===== src/sv/pffa_pkg.sv =====
package pffa_pkg;

    // fixed field widths
    localparam int ADDR_W    = 40;
    localparam int RES_W     = 11;
    localparam int CNT_OUT_W = 11;
    localparam int REQ_W     = 2;
    localparam int CFG_IDX_W = 1;

    // configuration register indexes
    localparam logic [CFG_IDX_W-1:0] CFG_MEMORY_BASE    = 1'd0;
    localparam logic [CFG_IDX_W-1:0] CFG_RESERVED_PAGES = 1'd1;

    // reset value of the base address register
    localparam logic [ADDR_W-1:0] BASE_RESET = 40'h00_8000_0000;

    // request codes
    typedef enum logic [REQ_W-1:0] {
        REQ_INIT  = 2'd0,
        REQ_ALLOC = 2'd1,
        REQ_FREE  = 2'd2
    } t_req;

    // result status codes
    typedef enum logic [1:0] {
        ST_OK          = 2'd0,
        ST_EXHAUSTED   = 2'd1,
        ST_DOUBLE_FREE = 2'd2,
        ST_BAD_ADDR    = 2'd3
    } t_status;

    // controller states
    typedef enum logic [2:0] {
        S_CLEAR,
        S_IDLE,
        S_INIT,
        S_ALLOC,
        S_FREE_CHK,
        S_FREE_WR,
        S_RESP
    } t_state;

    // controller to datapath commands
    typedef struct packed {
        logic    accept;
        logic    clear_step;
        logic    init_start;
        logic    init_step;
        logic    alloc_rd;
        logic    alloc_commit;
        logic    free_sub;
        logic    free_rd;
        logic    free_commit;
        logic    set_status;
        t_status status;
        logic    out_load;
    } t_dp_cmd;

    // datapath to controller status
    typedef struct packed {
        logic sweep_last;
        logic list_empty;
        logic free_bad;
        logic page_in_use;
    } t_dp_stat;

endpackage


===== src/sv/pffa_ctrl.sv =====
module pffa_ctrl
    import pffa_pkg::*;
(
    input  logic             i_clk,
    input  logic             i_rst_n,
    input  logic             i_in_valid,
    output logic             o_in_ready,
    input  logic [REQ_W-1:0] i_req_type,
    output logic             o_out_valid,
    input  logic             i_out_ready,
    output t_dp_cmd          o_cmd,
    input  t_dp_stat         i_stat
);

    t_state r_state, n_state;
    logic   r_out_valid, n_out_valid;

    // state and result valid registers
    always_ff @(posedge i_clk) begin
        if (!i_rst_n) begin
            r_state     <= S_CLEAR;
            r_out_valid <= 1'b0;
        end else begin
            r_state     <= n_state;
            r_out_valid <= n_out_valid;
        end
    end

    // next state and commands
    always_comb begin
        n_state    = r_state;
        o_cmd      = '0;
        o_cmd.status = ST_OK;
        o_in_ready = 1'b0;
        unique case (r_state)
            S_CLEAR: begin
                o_cmd.clear_step = 1'b1;
                if (i_stat.sweep_last) begin
                    n_state = S_IDLE;
                end
            end
            S_IDLE: begin
                o_in_ready = 1'b1;
                if (i_in_valid) begin
                    o_cmd.accept = 1'b1;
                    unique case (t_req'(i_req_type))
                        REQ_INIT: begin
                            o_cmd.init_start = 1'b1;
                            n_state = S_INIT;
                        end
                        REQ_ALLOC: begin
                            if (i_stat.list_empty) begin
                                o_cmd.set_status = 1'b1;
                                o_cmd.status     = ST_EXHAUSTED;
                                n_state = S_RESP;
                            end else begin
                                o_cmd.alloc_rd = 1'b1;
                                n_state = S_ALLOC;
                            end
                        end
                        REQ_FREE: begin
                            o_cmd.free_sub = 1'b1;
                            n_state = S_FREE_CHK;
                        end
                        default: n_state = S_RESP;
                    endcase
                end
            end
            S_INIT: begin
                o_cmd.init_step = 1'b1;
                if (i_stat.sweep_last) begin
                    n_state = S_RESP;
                end
            end
            S_ALLOC: begin
                o_cmd.alloc_commit = 1'b1;
                n_state = S_RESP;
            end
            S_FREE_CHK: begin
                if (i_stat.free_bad) begin
                    o_cmd.set_status = 1'b1;
                    o_cmd.status     = ST_BAD_ADDR;
                    n_state = S_RESP;
                end else begin
                    o_cmd.free_rd = 1'b1;
                    n_state = S_FREE_WR;
                end
            end
            S_FREE_WR: begin
                if (i_stat.page_in_use) begin
                    o_cmd.free_commit = 1'b1;
                end else begin
                    o_cmd.set_status = 1'b1;
                    o_cmd.status     = ST_DOUBLE_FREE;
                end
                n_state = S_RESP;
            end
            S_RESP: begin
                // wait for the result slot to be free
                if (!r_out_valid || i_out_ready) begin
                    o_cmd.out_load = 1'b1;
                    n_state = S_IDLE;
                end
            end
            default: n_state = S_IDLE;
        endcase
    end

    // result word held until taken
    always_comb begin
        n_out_valid = r_out_valid;
        if (o_cmd.out_load) begin
            n_out_valid = 1'b1;
        end else if (i_out_ready) begin
            n_out_valid = 1'b0;
        end
    end

    assign o_out_valid = r_out_valid;

endmodule


===== config.mk =====
export PLATFORM = sky130hd
export DESIGN_NAME = pffa_ctrl
export DESIGN_NICKNAME = d
export VERILOG_FILES = /design/src/sv/pffa_pkg.sv /design/src/sv/pffa_ctrl.sv
export SDC_FILE = /design/constraint.sdc
export NUM_CORES = 1
export LEC_CHECK = 0
export ABC_AREA = 1
export BUFFER_PORTS_ARGS = -buffer_cell sky130_fd_sc_hd__buf_2
export CELL_PAD_IN_SITES_DETAIL_PLACEMENT = 0
export CELL_PAD_IN_SITES_GLOBAL_PLACEMENT = 2
export CORE_MARGIN = 10
export CORE_UTILIZATION = 22
export CTS_BUF_LIST = sky130_fd_sc_hd__clkbuf_4
export DETAILED_ROUTE_END_ITERATION = 12
export GPL_TIMING_DRIVEN = 0
export PLACE_DENSITY_LB_ADDON = 0.1
export SYNTH_ARGS = -nofsm -noshare
export SYNTH_HDL_FRONTEND = slang
export SYNTH_SLANG_ARGS = --single-unit

===== constraint.sdc =====
create_clock -name i_clk -period 2.3 [get_ports i_clk]
set_input_delay 0.115 -clock i_clk [delete_from_list [all_inputs] [get_ports i_clk]]
set_output_delay 0.115 -clock i_clk [all_outputs]
set_load 0.03 [all_outputs]

==> results of run 1 <==
area by class of cell:
cell class / instances / area, µm²
fillers: 253 / 1330
multi-input cells: 58 / 302
repair buffers: 24 / 120
flip-flops and latches: 4 / 80.1
inverters: 16 / 60.1
well taps: 27 / 33.8
clock buffers: 3 / 22.5
plain buffers: 2 / 12.5
worst max path at each step:
| stage | from | end |
|---|---|---|
| 2_1_floorplan | r_state[0] | o_cmd[6] |
| 3_3_place_gp | r_state[0] | o_cmd[3] |
| 3_5_place_dp | r_state[0] | o_cmd[3] |
| 4_1_cts | r_state[0] | o_cmd[3] |
| 5_1_grt | r_state[0] | o_cmd[3] |
| 6_report | r_state[0] | o_cmd[3] |
layer usage:
| layer | share of wire | up-vias |
|---|---|---|
| met3 | 0.12 | 0 |
| met2 | 0.42 | 17 |
| met5 | 0 | - |
| li1 | - | 302 |
| met1 | 0.47 | 214 |
| met4 | 0 | 0 |
sequential cells by signal (all words and copies together) (netlist names):
signal,cells
r_state,3
o_out_valid,1
where the power goes:
part	total, mW	internal [mW]	leakage (nW)	switching [mW]
clock network	0.0853	0.0582	0.0138	0.0270
logic	0.533	0.159	0.330	0.375
registers	0.130	0.0934	0.0328	0.0366
cells by family (layout without fill, tap and decap cells):
kind of cell	count (synthesis)	after routing	synth area share
AND/OR/NAND/NOR	53	53	0.609
flip-flops	4	4	0.176
AO/OA/AOI/OAI	5	5	0.0551
buffers and inverters	18	45	0.160
tightest hold or removal path: stages:
cell     delay (ns)
buf_2          0.10
nand2_1        0.07
nor2_2         0.04
cells in the mapped netlist (all sizes together):
cell type  count  area, µm²
nor2          21        104
nand2         19       73.8
inv           16       60.1
nand3          9       60.1
dfxtp          4       80.1
a21oi          3       15.0
buf            2       12.5
nand4          2       18.8
nor3           2       20.0
o21ai          2       10.0
==> qor.csv, run 1 <==
stage,metric,value,unit
critical_path,worstSetupEndpointType,primary output,
power_and_ir_drop,peakVddDrop,0.428,mV
routing,routed-via-count,533,
critical_path,r2r-end,r_state[0],
yosys,yosysWarnings,0,
min_path,hold_depth,3,
global_route,grtUsageMet2,0.0963,
clocking,cts.sinks,4,
routing,detail-route-antenna-nets,0,
yosys,ys_seq_elements,4,
floorplan,dieArea,0.00428,mm²
timing,maxSlewHeadroom,0.791,
global_route,grt_max_degree,11,
yosys,ys_seq_area_frac,0.176,
cells_and_area,area_growth,38.8,%
timing,fin_worst_skew,0.00224,ns
clocking,clock_path_buffers,2,
routing,drc,0,
floorplan,fp.dieW,65.4,µm
clocking,cts_tree,yes,
cells_and_area,final_nets,119,
yosys,synthesis.nets,90,
yosys,syn_area_per_cell,5.68,µm²
global_route,use_met3,0.0508,
routing,first_iter_violations,13,
critical_path,crit_type,reg2out,
cells_and_area,final_area,631,µm²
critical_path,cp_max_fo,6,
timing,rsz0062_at_grt,no,
status,status,finished clean,
critical_path,cp-start-kind,flip-flop,
clocking,root_buffer,clkbuf_4,
timing,setup_tns,0,ns
power_and_ir_drop,leakage,0.377,nW
global_route,overflow,0,
placed_design,post_dp_cell_area,608,µm²
timing,period_needed,1.63,ns
yosys,syn_inst,80,
power_and_ir_drop,p_per_area,1190,mW/mm²
min_path,hold_start,i_rst_n,
critical_path,critical_path.top_delay_family,simple AND/OR/NAND/NOR gates,
timing,hold_slack,0.140,ns
floorplan,core-area,0.00196,mm²
global_route,grt_usage,0.0666,
global_route,antenna_found_initial,0,
critical_path,arrival,1.52,ns
clocking,cts_max_level,1,
timing,hold_viol,0,
floorplan,start_util,0.232,
global_route,grt_pass1_vias,535,
clocking,clk_latency,0.23,ns
global_route,grt_pass1_wl,2300,µm
floorplan,rows,16,
power_and_ir_drop,power,0.749,mW
placed_design,hpwlAfterDp,1200,µm
placed_design,routabilityCongestion,0.716,
critical_path,cpMostUsedCell,nor2_4,
clocking,cts_hold_buffers,0,
yosys,synth_cell_types,17,
critical_path,worstPathRequired,2.18,ns
cells_and_area,final_common_cell,buf_2,
timing,finalWorstSetupSlack,0.666,ns
critical_path,path_buf_inv,2,
clocking,numCtsBuffers,3,
cells_and_area,final_cell_count_no_fill,134,
routing,drt-wirelength-per-cell,10.2,µm
clocking,path_clk_slew,0.03,ns
yosys,netlist_area,454,µm²
routing,wl,1360,µm
routing,vias_per_cell,3.98,
critical_path,slowest_delay,0.45,ns
timing,slew_violations,0,
cells_and_area,drive_gt1_frac,0.402,
global_route,busiest_layer,met2,
floorplan,fp.dieH,65.4,µm
timing,max_freq,0.612,GHz
cells_and_area,antenna_cells,0,
timing,finalSetupViolCount,0,
critical_path,critical_path_depth,7,
critical_path,reg2regPathDepth,7,
critical_path,timing.rr.start,r_state[1],
job,maxCapViolations,0,
critical_path,rrSetupSlack,1.02,ns
min_path,holdPathEnd,r_state[0],
placed_design,dp_slack,0.892,ns
clocking,cts.repair.resized,0,
global_route,grt_util_met1,0.0780,
timing,worst_slew_pin_slew,0.313,ns
routing,dr.pass1.iters,2,
placed_design,placedCellCount,131,
critical_path,crit_path_cell_trace,"inv_2, nor2_4, nand2_2, nor2_4, nand4_2, nand3_1, buf_2",
placed_design,port_buffers,24,
clocking,post_cts_buffers,0,
critical_path,crit_slowest_cell,dfxtp_1,
timing,period_share,0.710,
cells_and_area,utilization,0.321,
cells_and_area,final_cell_mix,"buf_2 (25), nand2_1 (18), nor2_1 (17), inv_1 (13), nand3_1 (6)",
min_path,hold_path.class,in2reg,
floorplan,ios,25,
Power figures use the tool's default switching activity.
==> run 2: changes to the inputs <==
--- a/config.mk
+++ b/config.mk
@@ -10,7 +10,7 @@
 export CELL_PAD_IN_SITES_DETAIL_PLACEMENT = 0
 export CELL_PAD_IN_SITES_GLOBAL_PLACEMENT = 2
 export CORE_MARGIN = 10
-export CORE_UTILIZATION = 22
+export CORE_UTILIZATION = 18
 export CTS_BUF_LIST = sky130_fd_sc_hd__clkbuf_4
 export DETAILED_ROUTE_END_ITERATION = 12
 export GPL_TIMING_DRIVEN = 0
==> constraint.sdc (replaced) <==
create_clock -name i_clk -period 1.4 [get_ports i_clk]
set_input_delay 0.07 -clock i_clk [delete_from_list [all_inputs] [get_ports i_clk]]
set_output_delay 0.07 -clock i_clk [all_outputs]
set_load 0.03 [all_outputs]
==> run 2 against run 1 <==
Against the previous run: clock-buffer cell count unchanged; hold slack worse by 0.061 ns; setup slack worse by 0.61 ns; non-clock buffer count up 7; wire length up 10%; power up 95%; critical path depth unchanged; sequential share of layout area down 0.51 points; via count up 5.1%; flip-flop and latch count unchanged.
==> qor.csv, run 2 (synthesis gave the netlist of run 1 again) <==
stage,metric,value,unit
cells_and_area,largest_register_ffs,3,
routing,routed-via-count,560,
placed_design,dp_slack,0.0295,ns
floorplan,fp.dieW,70.2,µm
clocking,cts.sinks,4,
timing,rsz0062_at_grt,yes,
floorplan,ios,25,
critical_path,crit_type,reg2out,
clocking,cts_max_level,1,
timing,period_share,0.959,
routing,drc,0,
clocking,numCtsBuffers,3,
global_route,overflow,0,
power_and_ir_drop,p_per_area,1950,mW/mm²
power_and_ir_drop,leakage,0.424,nW
cells_and_area,antenna_cells,0,
cells_and_area,final_cell_mix,"buf_2 (18), nand2_1 (17), nor2_1 (15), inv_1 (13), buf_4 (12)",
critical_path,worstPathRequired,1.33,ns
critical_path,path_buf_inv,2,
timing,finalSetupViolCount,0,
routing,dr.pass1.iters,4,
clocking,root_buffer,clkbuf_4,
clocking,cts_hold_buffers,0,
cells_and_area,regMostFlops,r_state,
floorplan,fp.dieH,70.2,µm
clocking,path_clk_slew,0.04,ns
global_route,grt_pass1_wl,2550,µm
power_and_ir_drop,power,1.46,mW
timing,hold_viol,0,
job,maxCapViolations,0,
routing,wl,1510,µm
critical_path,arrival,1.27,ns
floorplan,dieArea,0.00493,mm²
routing,first_iter_violations,13,
status,status,finished clean,
clocking,clk_latency,0.23,ns
cells_and_area,final_common_cell,buf_2,
critical_path,crit_slowest_cell,dfxtp_4,
floorplan,core-area,0.00243,mm²
global_route,antenna_found_initial,0,
clocking,cts_tree,yes,
timing,fin_worst_skew,0.00257,ns
power_and_ir_drop,peakVddDrop,0.784,mV
critical_path,cpMostUsedCell,nor2_4,
routing,vias_per_cell,3.89,
global_route,grt_pass1_vias,580,
timing,slew_violations,0,
critical_path,slowest_delay,0.37,ns
floorplan,start_util,0.187,
critical_path,crit_path_cell_trace,"inv_6, nor2_4, nand2_2, nor2_4, nand4_2, nand2_1, buf_6",
routing,drt-wirelength-per-cell,10.5,µm
clocking,clock_path_buffers,2,
timing,period_needed,1.34,ns
global_route,grt_max_degree,11,
critical_path,cp-start-kind,flip-flop,
timing,max_freq,0.744,GHz
timing,maxSlewHeadroom,0.838,
placed_design,routabilityCongestion,0.684,
timing,finalWorstSetupSlack,0.0568,ns
min_path,hold_path.class,in2reg,
critical_path,worstSetupEndpointType,primary output,
cells_and_area,area_growth,65.0,%
timing,worst_slew_pin_slew,0.242,ns
routing,detail-route-antenna-nets,0,
global_route,grt_usage,0.0620,
cells_and_area,drive_gt1_frac,0.500,
critical_path,critical_path.top_delay_family,simple AND/OR/NAND/NOR gates,
placed_design,hpwlAfterDp,1260,µm
critical_path,cp_max_fo,6,
cells_and_area,final_nets,126,
floorplan,rows,18,
placed_design,port_buffers,24,
==> run 2: path summary, 6_finish.rpt <==
kind                              endpoint  slack [ns]       start  depth (start not counted)
worst max-delay path              o_cmd[1]        0.06  r_state[0]                          7
worst min-delay path            r_state[0]        0.08     i_rst_n                          3
worst max register to register  r_state[0]        0.29  r_state[0]                          7
worst min register to register  r_state[1]        0.55  r_state[1]                          2
==> run 2: report_power, final <==
part / leakage [nW] / total (mW) / switching [mW] / internal (mW)
combinational: 0.375 / 1.05 / 0.647 / 0.400
clock: 0.0138 / 0.141 / 0.0453 / 0.0958
sequential: 0.0348 / 0.270 / 0.0930 / 0.177
==> run 2: timing repair <==
| item | in CTS | in global routing |
|---|---|---|
| endpoints found under the setup margin | 9 | 6 |
| setup buffers | 3 | 5 |
| resized for setup | 16 | 7 |
| pin swaps | 2 | 3 |
==> run 2: final cells by class <==
type                       count  area, µm²
fill                         287       1680
tap                           30       37.5
timing repair buffer          32        206
sequential                     4       91.3
clock buffer                   3       22.5
inverter                      16       70.1
multi-input combinational     58        314
buffer                         1       7.51
==> run 2: routing by layer <==
| metal | track usage | up-vias | wire [µm] |
|---|---|---|---|
| met1 | 0.0682 | 235 | 725 |
| met5 | 0 | - | 0 |
| li1 | - | 314 | - |
| met3 | 0.0141 | 0 | 45 |
| met2 | 0.107 | 11 | 737 |
| met4 | 0.0329 | 0 | 0 |
==> run 2: worst reg2reg max path, stage by stage (launching register included) <==
cell,delay (ns)
dfxtp_4,0.35
buf_4,0.14
nor2_1,0.15
nand2_1,0.11
nand3_2,0.10
nand2_1,0.05
nand2_1,0.06
nor2_2,0.04
==> run 2: metrics by stage <==
stage | instance area, µm² | instances | hold slack (ns) | TNS (ns) | util
after global routing | 749 | 144 | 0.0873 | -0.0168 | 0.308
final | 749 | 144 | 0.0786 | 0 | 0.308
after detailed placement | 612 | 134 | 0.332 | 0 | 0.252
after global placement | 612 | 134 | 0.330 | 0 | 0.252
after floorplan | 454 | 80 | 0.208 | -0.230 | -
after CTS | 691 | 139 | 0.0715 | -0.00841 | 0.284
==> run 3: changes to the inputs <==
--- a/config.mk
+++ b/config.mk
@@ -11,10 +11,11 @@
 export CELL_PAD_IN_SITES_GLOBAL_PLACEMENT = 2
 export CORE_MARGIN = 10
 export CORE_UTILIZATION = 18
-export CTS_BUF_LIST = sky130_fd_sc_hd__clkbuf_4
+export CTS_BUF_LIST = sky130_fd_sc_hd__clkbuf_4 sky130_fd_sc_hd__clkbuf_8
 export DETAILED_ROUTE_END_ITERATION = 12
 export GPL_TIMING_DRIVEN = 0
 export PLACE_DENSITY_LB_ADDON = 0.1
+export SKIP_CTS_REPAIR_TIMING = 1
 export SYNTH_ARGS = -nofsm -noshare
 export SYNTH_HDL_FRONTEND = slang
 export SYNTH_SLANG_ARGS = --single-unit
==> run 3 against run 2 <==
Against the previous run: the run now ends with setup timing left; sequential share of layout area down 0.67 points; final cell count up 0.69%; largest cell class unchanged; die area unchanged; wire length up 0.40%; hold slack about the same.
==> qor.csv, run 3 (synthesis gave the netlist of run 1 again) <==
stage,metric,value,unit
power_and_ir_drop,pwr-share-clk,0.096,
floorplan,fp.dieW,70.2,µm
critical_path,arrival,1.34,ns
cells_and_area,final_nets,127,
cells_and_area,final_common_cell,buf_2,
timing,setup_tns,-0.0165,ns
timing,finalWorstSetupSlack,-0.00970,ns
timing,period_share,1.01,
status,violations,setup timing,
floorplan,core-area,0.00243,mm²
routing,dr.pass1.iters,2,
cells_and_area,antenna_cells,0,
timing,worst_slew_pin_slew,0.241,ns
global_route,grt_max_degree,11,
clocking,cts.sinks,4,
critical_path,cp_max_fo,6,
timing,hold_viol,0,
floorplan,start_util,0.187,
critical_path,worstSetupEndpointType,primary output,
timing,rsz0062_at_grt,yes,
power_and_ir_drop,p_int,0.687,mW
min_path,hold_path.class,in2reg,
routing,detail-route-antenna-nets,0,
cells_and_area,area_growth,67.5,%
power_and_ir_drop,peakVddDrop,0.789,mV
timing,hold_slack,0.0786,ns
clocking,clk_latency,0.23,ns
power_and_ir_drop,leakage,0.425,nW
routing,routed-via-count,576,
job,maxCapViolations,0,
cells_and_area,largest_register_ffs,3,
clocking,root_buffer,clkbuf_4,
routing,drc,0,
routing,first_iter_violations,10,
timing,max_freq,0.709,GHz
clocking,numCtsBuffers,3,
cells_and_area,final_cell_count_no_fill,145,
floorplan,fp.dieH,70.2,µm
power_and_ir_drop,switching_power,0.785,mW
clocking,clock_path_buffers,2,
power_and_ir_drop,combPwrFrac,0.744,
global_route,overflow,0,
global_route,grt_usage,0.0615,
cells_and_area,regMostFlops,r_state,
critical_path,crit_type,reg2out,
placed_design,routabilityCongestion,0.684,
cells_and_area,final_cell_mix,"buf_2 (18), nand2_1 (17), nor2_1 (14), inv_1 (13), buf_4 (11)",
critical_path,crit_slowest_cell,dfxtp_4,
status,status,"complete, but fails checks",
placed_design,hpwlAfterDp,1260,µm
cells_and_area,drive_gt1_frac,0.504,
critical_path,worstPathRequired,1.33,ns
routing,vias_per_cell,3.97,
power_and_ir_drop,p_per_area,1930,mW/mm²
routing,drt-wirelength-per-cell,10.4,µm
timing,maxSlewHeadroom,0.839,
clocking,path_clk_slew,0.04,ns
floorplan,dieArea,0.00493,mm²
timing,fin_worst_skew,0.00213,ns
critical_path,cpMostUsedCell,nor2_4,
clocking,cts_tree,yes,
global_route,grt_pass1_wl,2530,µm
power_and_ir_drop,power.share.switching,0.533,
timing,slew_violations,0,
global_route,grt_pass1_vias,576,
placed_design,port_buffers,24,
critical_path,crit_path_cell_trace,"inv_6, nor2_4, nand2_2, nor2_4, inv_2, nor3_2, buf_4",
floorplan,ios,25,
clocking,cts_max_level,1,
power_and_ir_drop,power.share.sequential,0.160,
critical_path,slowest_delay,0.38,ns
timing,finalSetupViolCount,2,
global_route,antenna_found_initial,0,
critical_path,cp-start-kind,flip-flop,
timing,period_needed,1.41,ns
placed_design,placedCellCount,134,
floorplan,rows,18,
routing,wl,1510,µm
[run 3: metal layers]
metal,up-vias,track usage,share of wire
li1,316,-,-
met1,249,0.0683,0.47
met2,11,0.105,0.50
met3,0,0.0141,0.030
met4,0,0.0329,0
met5,-,0,0
[run 3: power groups by stage]
stage	sequential (mW)	clock [mW]	combinational, mW
after global routing	0.241	0.159	1.22
after global placement	0.219	0	0.912
after detailed placement	0.215	0	0.907
after CTS	0.213	0.152	0.910
after floorplan	0.200	0	0.689
final	0.235	0.142	1.10
[run 3: worst paths after layout]
kind | endpoint | slack [ns] | depth (start not counted) | startpoint
worst max-delay path | o_cmd[10] | -0.01 | 7 | r_state[0]
worst min-delay path | r_state[0] | 0.08 | 3 | i_rst_n
worst max register to register | r_state[1] | 0.19 | 7 | r_state[0]
worst min register to register | r_state[1] | 0.53 | 2 | r_state[1]
[run 3: stage by stage]
stage	util	instance area [µm²]	total power, mW	setup slack, ns
final	0.313	761	1.47	-0.00970
after detailed placement	0.252	612	1.12	0.0295
after floorplan	-	454	0.890	-0.0823
after global routing	0.313	761	1.62	-0.0824
after CTS	0.261	634	1.28	-0.237
after global placement	0.252	612	1.13	0.00804
[run 3: final cells by class]
cell class / instances / area (µm²)
flip-flops and latches: 4 / 87.6
well taps: 30 / 37.5
multi-input cells: 58 / 317
fillers: 286 / 1670
clock buffers: 3 / 22.5
repair buffers: 32 / 210
inverters: 16 / 67.6
plain buffers: 2 / 18.8
[run 3: worst max-delay path: cells and delay by family (launching register included)]
kind / cells / cell delay, ns
and+or+nand+nor: 4 / 0.42
DFF: 1 / 0.38
buffers and inverters: 3 / 0.30
